==> config.mk <==
export PLATFORM = sky130hd
export DESIGN_NAME = bubble_sort_integers_flat
export DESIGN_NICKNAME = d
export VERILOG_FILES = /design/src/bs_pkg.sv /design/src/bs_channels.sv /design/src/bs_cell.sv /design/src/bubble_sort_integers.sv /design/src/flat_wrapper.sv
export SDC_FILE = /design/constraint.sdc
export NUM_CORES = 2
export LEC_CHECK = 0
export ABC_AREA = 1
export BUFFER_PORTS_ARGS = -buffer_cell sky130_fd_sc_hd__buf_2
export CAP_MARGIN = 40
export CORE_ASPECT_RATIO = 1.75
export CORE_MARGIN = 2
export CORE_UTILIZATION = 45
export CTS_CLUSTER_SIZE = 25
export DETAILED_ROUTE_END_ITERATION = 10
export GPL_ROUTABILITY_DRIVEN = 0
export PLACE_DENSITY_LB_ADDON = 0.2
export SYNTH_ARGS = -nofsm -noshare
export SYNTH_HDL_FRONTEND = slang
export SYNTH_SLANG_ARGS = --single-unit
==> constraint.sdc <==
create_clock -name clock -period 4.16 [get_ports clock]
set_input_delay 0.416 -clock clock [delete_from_list [all_inputs] [get_ports clock]]
set_output_delay 0.416 -clock clock [all_outputs]
set_load 0.02 [all_outputs]
==> src/bs_pkg.sv <==
// Package for the bubble sort block: sizes, the cell bundle, control and state types.
// Used by the channel interfaces, the sorting cell, the top level and the checker.
// No dependencies.
package bs_pkg;

   localparam int MAX_ITEMS  = 16;
   localparam int VALUE_BITS = 32;
   localparam int COUNT_BITS = $clog2(MAX_ITEMS + 1);

   // What one cell shows its neighbors.
   typedef struct packed {
      logic                  valid;
      logic                  lt;
      logic [VALUE_BITS-1:0] value;
   } bs_cell_type;

   // Commands broadcast to every cell of the row.
   typedef struct packed {
      logic insert;
      logic shift;
   } bs_ctl_type;

   typedef enum logic [0:0] {
      ST_FILL,
      ST_DRAIN
   } bs_state_type;

endpackage

==> src/bs_channels.sv <==
// Valid/ready channel interfaces for the element input and the sorted output.
// Depends on bs_pkg for the value width.
interface bs_req_if import bs_pkg::*; ();
   logic                  valid;
   logic                  ready;
   logic [VALUE_BITS-1:0] value;
   logic                  last_item;

   modport source (output valid, output value, output last_item, input ready);
   modport sink   (input valid, input value, input last_item, output ready);
endinterface

interface bs_rsp_if import bs_pkg::*; ();
   logic                  valid;
   logic                  ready;
   logic [VALUE_BITS-1:0] sorted_value;
   logic                  run_end;
   logic                  overflow;

   modport source (output valid, output sorted_value, output run_end, output overflow,
                   input ready);
   modport sink   (input valid, input sorted_value, input run_end, input overflow,
                   output ready);
endinterface

==> src/bs_cell.sv <==
// One sorting cell: holds one element and its valid bit.
// Depends on bs_pkg for the cell bundle and control types.
module bs_cell import bs_pkg::*; (
   input  logic                  clock,
   input  logic                  reset,
   input  bs_ctl_type            ctl,
   input  logic [VALUE_BITS-1:0] insert_value,
   input  bs_cell_type           left,
   input  bs_cell_type           right,
   output bs_cell_type           self
);

   logic                  valid_ff, valid_in;
   logic [VALUE_BITS-1:0] value_ff, value_in;
   logic                  lt;

   // An empty cell counts as holding plus infinity.
   assign lt = !valid_ff || ($signed(insert_value) < $signed(value_ff));

   always_comb begin
      valid_in = valid_ff;
      value_in = value_ff;
      if (ctl.shift) begin
         valid_in = right.valid;
         value_in = right.value;
      end else if (ctl.insert && lt) begin
         if (left.lt) begin
            // The new element lands further left; make room by taking the left value.
            valid_in = left.valid;
            value_in = left.value;
         end else begin
            valid_in = 1'b1;
            value_in = insert_value;
         end
      end
   end

   always_ff @(posedge clock) begin
      if (reset) begin
         valid_ff <= 1'b0;
      end else begin
         valid_ff <= valid_in;
      end
      value_ff <= value_in;
   end

   assign self = '{valid: valid_ff, lt: lt, value: value_ff};

endmodule

==> src/bubble_sort_integers.sv <==
// Top level of the signed integer sorter: a row of sorting cells and the fill/drain control.
// Depends on bs_pkg, the channel interfaces in bs_channels.sv and bs_cell.
//
// Elements arrive one per beat on req_chan; the beat that carries last_item closes the set.
// Every element is placed into its sorted position as it arrives: each cell compares the
// incoming value against its own element in the same cycle, and the row shifts right by one
// place from the insertion point, so the row is always in ascending signed order. Input is
// accepted at one beat per cycle while the set is filling. Up to MAX_ITEMS elements are kept;
// further elements of the same set are dropped and every result of that run carries overflow.
// In the cycle after the final element is accepted, the run appears on rsp_chan, smallest first,
// one beat per cycle when the sink is ready, taken from the first cell while the row shifts
// left; run_end marks the final beat. While the run is going out no input is accepted, and
// the output is read from the single read point at the head of the row. Equal values both
// appear in the run.
module bubble_sort_integers import bs_pkg::*; (
   input  logic        clock,
   input  logic        reset,
   bs_req_if.sink      req_chan,
   bs_rsp_if.source    rsp_chan
);

   bs_state_type          state_ff, state_in;
   logic [COUNT_BITS-1:0] count_ff, count_in;
   logic                  dropped_ff, dropped_in;
   bs_ctl_type            ctl;
   logic                  req_beat;
   logic                  rsp_beat;
   logic                  full;

   bs_cell_type           cells [MAX_ITEMS];

   assign full     = (count_ff == COUNT_BITS'(MAX_ITEMS));
   assign req_beat = req_chan.valid && req_chan.ready;
   assign rsp_beat = rsp_chan.valid && rsp_chan.ready;

   always_ff @(posedge clock) begin
      if (reset) begin
         state_ff   <= ST_FILL;
         count_ff   <= '0;
         dropped_ff <= 1'b0;
      end else begin
         state_ff   <= state_in;
         count_ff   <= count_in;
         dropped_ff <= dropped_in;
      end
   end

   always_comb begin
      state_in       = state_ff;
      count_in       = count_ff;
      dropped_in     = dropped_ff;
      ctl.insert     = 1'b0;
      ctl.shift      = 1'b0;
      req_chan.ready = 1'b0;
      rsp_chan.valid = 1'b0;
      case (state_ff)
         ST_FILL: begin
            req_chan.ready = 1'b1;
            if (req_beat) begin
               if (full) begin
                  dropped_in = 1'b1;
               end else begin
                  ctl.insert = 1'b1;
                  count_in   = count_ff + 1'b1;
               end
               if (req_chan.last_item) begin
                  state_in = ST_DRAIN;
               end
            end
         end
         ST_DRAIN: begin
            rsp_chan.valid = 1'b1;
            if (rsp_beat) begin
               ctl.shift = 1'b1;
               count_in  = count_ff - 1'b1;
               if (count_ff == COUNT_BITS'(1)) begin
                  dropped_in = 1'b0;
                  state_in   = ST_FILL;
               end
            end
         end
         default: begin
            state_in = ST_FILL;
         end
      endcase
   end

   // The head of the row is the output register of the run.
   assign rsp_chan.sorted_value = cells[0].value;
   assign rsp_chan.run_end      = (count_ff == COUNT_BITS'(1));
   assign rsp_chan.overflow     = dropped_ff;

   localparam bs_cell_type EDGE_CELL = '{valid: 1'b0, lt: 1'b0, value: '0};

   for (genvar i = 0; i < MAX_ITEMS; i++) begin : g_cell
      bs_cell_type left_nb;
      bs_cell_type right_nb;

      if (i == 0) begin : g_head
         assign left_nb = EDGE_CELL;
      end else begin : g_mid_l
         assign left_nb = cells[i-1];
      end

      if (i == MAX_ITEMS - 1) begin : g_tail
         assign right_nb = EDGE_CELL;
      end else begin : g_mid_r
         assign right_nb = cells[i+1];
      end

      bs_cell u_cell (
         .clock        (clock),
         .reset        (reset),
         .ctl          (ctl),
         .insert_value (req_chan.value),
         .left         (left_nb),
         .right        (right_nb),
         .self         (cells[i])
      );
   end

endmodule

==> src/flat_wrapper.sv <==
// flat-port wrapper written by rule: the top's interface ports become plain ports
module bubble_sort_integers_flat import bs_pkg::*;
  (clock, reset, req_chan_valid, req_chan_value, req_chan_last_item, req_chan_ready, rsp_chan_valid, rsp_chan_sorted_value, rsp_chan_run_end, rsp_chan_overflow, rsp_chan_ready);
  bs_req_if req_chan_i ();
  bs_rsp_if rsp_chan_i ();
  input  logic clock;
  input  logic reset;
  input wire logic [$bits(req_chan_i.valid)-1:0] req_chan_valid;
  input wire logic [$bits(req_chan_i.value)-1:0] req_chan_value;
  input wire logic [$bits(req_chan_i.last_item)-1:0] req_chan_last_item;
  output wire logic [$bits(req_chan_i.ready)-1:0] req_chan_ready;
  output wire logic [$bits(rsp_chan_i.valid)-1:0] rsp_chan_valid;
  output wire logic [$bits(rsp_chan_i.sorted_value)-1:0] rsp_chan_sorted_value;
  output wire logic [$bits(rsp_chan_i.run_end)-1:0] rsp_chan_run_end;
  output wire logic [$bits(rsp_chan_i.overflow)-1:0] rsp_chan_overflow;
  input wire logic [$bits(rsp_chan_i.ready)-1:0] rsp_chan_ready;
  assign req_chan_i.valid = req_chan_valid;
  assign req_chan_i.value = req_chan_value;
  assign req_chan_i.last_item = req_chan_last_item;
  assign req_chan_ready = req_chan_i.ready;
  assign rsp_chan_valid = rsp_chan_i.valid;
  assign rsp_chan_sorted_value = rsp_chan_i.sorted_value;
  assign rsp_chan_run_end = rsp_chan_i.run_end;
  assign rsp_chan_overflow = rsp_chan_i.overflow;
  assign rsp_chan_i.ready = rsp_chan_ready;
  bubble_sort_integers u_core (.clock(clock), .reset(reset), .req_chan(req_chan_i), .rsp_chan(rsp_chan_i));
endmodule
==> impl_metrics.json <==
{
  "cts_tree": "done",
  "start_util": 0.452,
  "drv_slew": 0,
  "cts_sinks": 535,
  "final_cell_mix": "nand2_1, inv_1, ha_1",
  "die_area_mm2": 0.0970,
  "dpl_worst_slack_ns": 0.239,
  "setup_tns_ns": 0,
  "hold_start": "reset",
  "r2r-start": "u_core.g_cell[3].u_cell.value_ff[31]",
  "dr.first_iter.drc_count": 2407,
  "leakage_nw": 23.1,
  "area_growth_pct": 8.29,
  "root_buffer": "clkbuf_16",
  "htreeDepth": 2,
  "hold_path_class": "input port to flip-flop",
  "vias_per_cell": 5.38,
  "cts_resized": 0,
  "ys_warn_count": 0,
  "synth.distinct_cells": 37,
  "port-buffer-count": 72,
  "crit_path_max_fanout": 32,
  "critPathLaunchType": "flip-flop",
  "syn_area_mm2": 0.0425,
  "relSlewSlack": 0.308,
  "clk_latency_ns": 0.64,
  "cts_hold_buf": 1,
  "rsz0062_at_grt": "no",
  "layout_commonest_cell": "nand2_1",
  "fmax_mhz": 290,
  "wl_per_cell_um": 17.6,
  "status": "completed",
  "die_y_um": 410,
  "drc": 0,
  "finalPower_mw": 21.1,
  "fp.coreArea_mm2": 0.0940,
  "synth_area_per_cell_um2": 7.40,
  "final_antenna_net_count": 0,
  "diodes": 0,
  "setup_slack_ns": 0.706,
  "period_minus_slack_ns": 3.45,
  "min_path_cells": 2,
  "synth_top_area_cell": "edfxtp_1",
  "dp_cells": 6826,
  "worstPathArrival_ns": 3.84,
  "cts_setup_buffers": 0,
  "dr.pass1.iters": 5,
  "finalNonFillerCells": 6931,
  "cts.path.max_buffers": 3,
  "grt.overflow.total": 0,
  "drive_above_1_share": 0.0592,
  "synth_nets": 6278,
  "grt_pass1_vias": 36954,
  "rrSetupSlack_ns": 0.71,
  "startpoint": "u_core.g_cell[3].u_cell.value_ff[31]",
  "wl_mm": 122,
  "worstMarginPinSlew_ns": 1.04,
  "fp-row-count": 149,
  "ys_ff_latch": 535,
  "grt.total_usage": 0.247,
  "drv_cap": 0,
  "yosysSeqAreaShare": 0.365,
  "ios": 73,
  "crit_required_ns": 4.55,
  "nets": 6214,
  "finalHoldViolations": 0,
  "grt_max_degree": 175,
  "ir_drop_mv": 0.307,
  "endpoint_kind": "flip-flop",
  "synth_top_cell_area_share": 0.339,
  "hold_end": "u_core.rsp_chan.overflow",
  "grt_pass1_wl_mm": 193,
  "cts_buffers": 56,
  "worstReg2RegEnd": "u_core.g_cell[4].u_cell.value_ff[0]",
  "die_width_um": 236,
  "fin_skew_ns": 0.0124,
  "via_count": 37279,
  "r2r_cells": 14,
  "clkSlewWorstSetupHoldPaths_ns": 0.06,
  "synthTopCellsByArea": "edfxtp_1, nand2_1, ha_1",
  "power.density_mw_per_mm2": 459,
  "synth_cells": 5741,
  "finalCritPeriodShare": 0.830,
  "finalSetupViolCount": 0,
  "final.fill_count": 9383,
  "crit_type": "flip-flop to flip-flop",
  "antenna_found_initial": 0,
  "dp.final_hpwl_mm": 92.6
}
## cell families after synthesis
kind of cell	after synthesis	share of synthesized area
simple gates	3108	0.315
flops	535	0.365
fa+ha+maj	500	0.147
compound gates	567	0.0704
mux	14	0.00330
xor+xnor	1	0.000206
buf+inv	1016	0.0983
## synth_stat cells (all sizes together)
| cell type | n |
|---|---|
| nand2 | 1981 |
| inv | 661 |
| ha | 500 |
| edfxtp | 480 |
| nand3 | 374 |
| nand4 | 369 |
| nor2 | 346 |
| o21ai | 256 |
| a21oi | 244 |
| buf | 174 |
| clkbuf | 149 |
| dfxtp | 55 |
| clkinv | 32 |
| a31oi | 18 |
| nor3 | 16 |
| o211ai | 15 |
| mux2i | 14 |
| o31ai | 13 |
| nor3b | 11 |
| o21a | 11 |
| a21o | 9 |
| nor4 | 6 |
| nand3b | 4 |
| a211oi | 1 |
| and3 | 1 |
| xor2 | 1 |
## sequential cells by signal (all words and copies together), names as in the netlist
register,flops
u_core.g_cell.u_cell.value_ff,512
u_core.g_cell.u_cell.valid_ff,16
u_core.count_ff,5
u_core.rsp_chan.overflow,1
u_core.state_ff,1
## stage by stage
stage | cell area, µm² | hold WS (ns) | util
finish | 46000 | 0.121 | 0.490
global route | 46000 | 0.104 | 0.490
CTS | 46000 | 0.0835 | 0.490
detailed placement | 44200 | 0.488 | 0.471
global placement | 44200 | 0.473 | 0.470
floorplan | 42500 | 0.449 | -
## final cells by class
type	count	area (µm²)	share of cell area
well taps	1208	1510	0.0329
inverters	693	2610	0.0568
clock inverters	30	239	0.00519
repair buffers	201	1580	0.0344
multi-input cells	4190	23000	0.500
clock buffers	74	1520	0.0330
flip-flops and latches	535	15500	0.337
## worst max-delay path: stages (launching register included)
cell and delay [ns]:
edfxtp_1 0.35, inv_1 0.07, ha_1 0.35, nand2_1 0.11
nor2_1 0.14, nor3b_1 0.71, nor3b_1 0.26, nand2_1 0.17
nand2_1 0.12, nand2_2 0.18, nand3_2 0.10, buf_4 0.37
nand2_1 0.10, nand3_1 0.09, nand2_1 0.07
## routing by layer
metal | part of all wire | wire length (µm) | global-route usage | up-vias
li1 | - | - | - | 19003
met1 | 0.39 | 48000 | 0.271 | 17267
met2 | 0.54 | 65700 | 0.485 | 790
met3 | 0.033 | 4060 | 0.0206 | 219
met4 | 0.035 | 4220 | 0.0926 | 0
met5 | 0 | 0 | 0 | -
## worst max path at each step
stage                                                 to  slack, ns  cells after the start
finish               u_core.g_cell[4].u_cell.value_ff[0]       0.71                     14
detailed placement  u_core.g_cell[4].u_cell.value_ff[17]       0.24                     15
global route         u_core.g_cell[4].u_cell.value_ff[3]       0.46                     14
global placement     u_core.g_cell[4].u_cell.value_ff[0]       0.29                     15
CTS                 u_core.g_cell[4].u_cell.value_ff[17]       0.68                     14
floorplan            u_core.g_cell[1].u_cell.value_ff[0]       0.41                     11
## power by group
| group | total (mW) | switching, mW | internal [mW] |
|---|---|---|---|
| clock | 5.12 | 2.32 | 2.80 |
| combinational | 7.94 | 5.31 | 2.63 |
| sequential | 8.07 | 0.614 | 7.46 |
| total | 21.1 | 8.24 | 12.9 |
No activity file was read; power rests on OpenSTA's default activity.
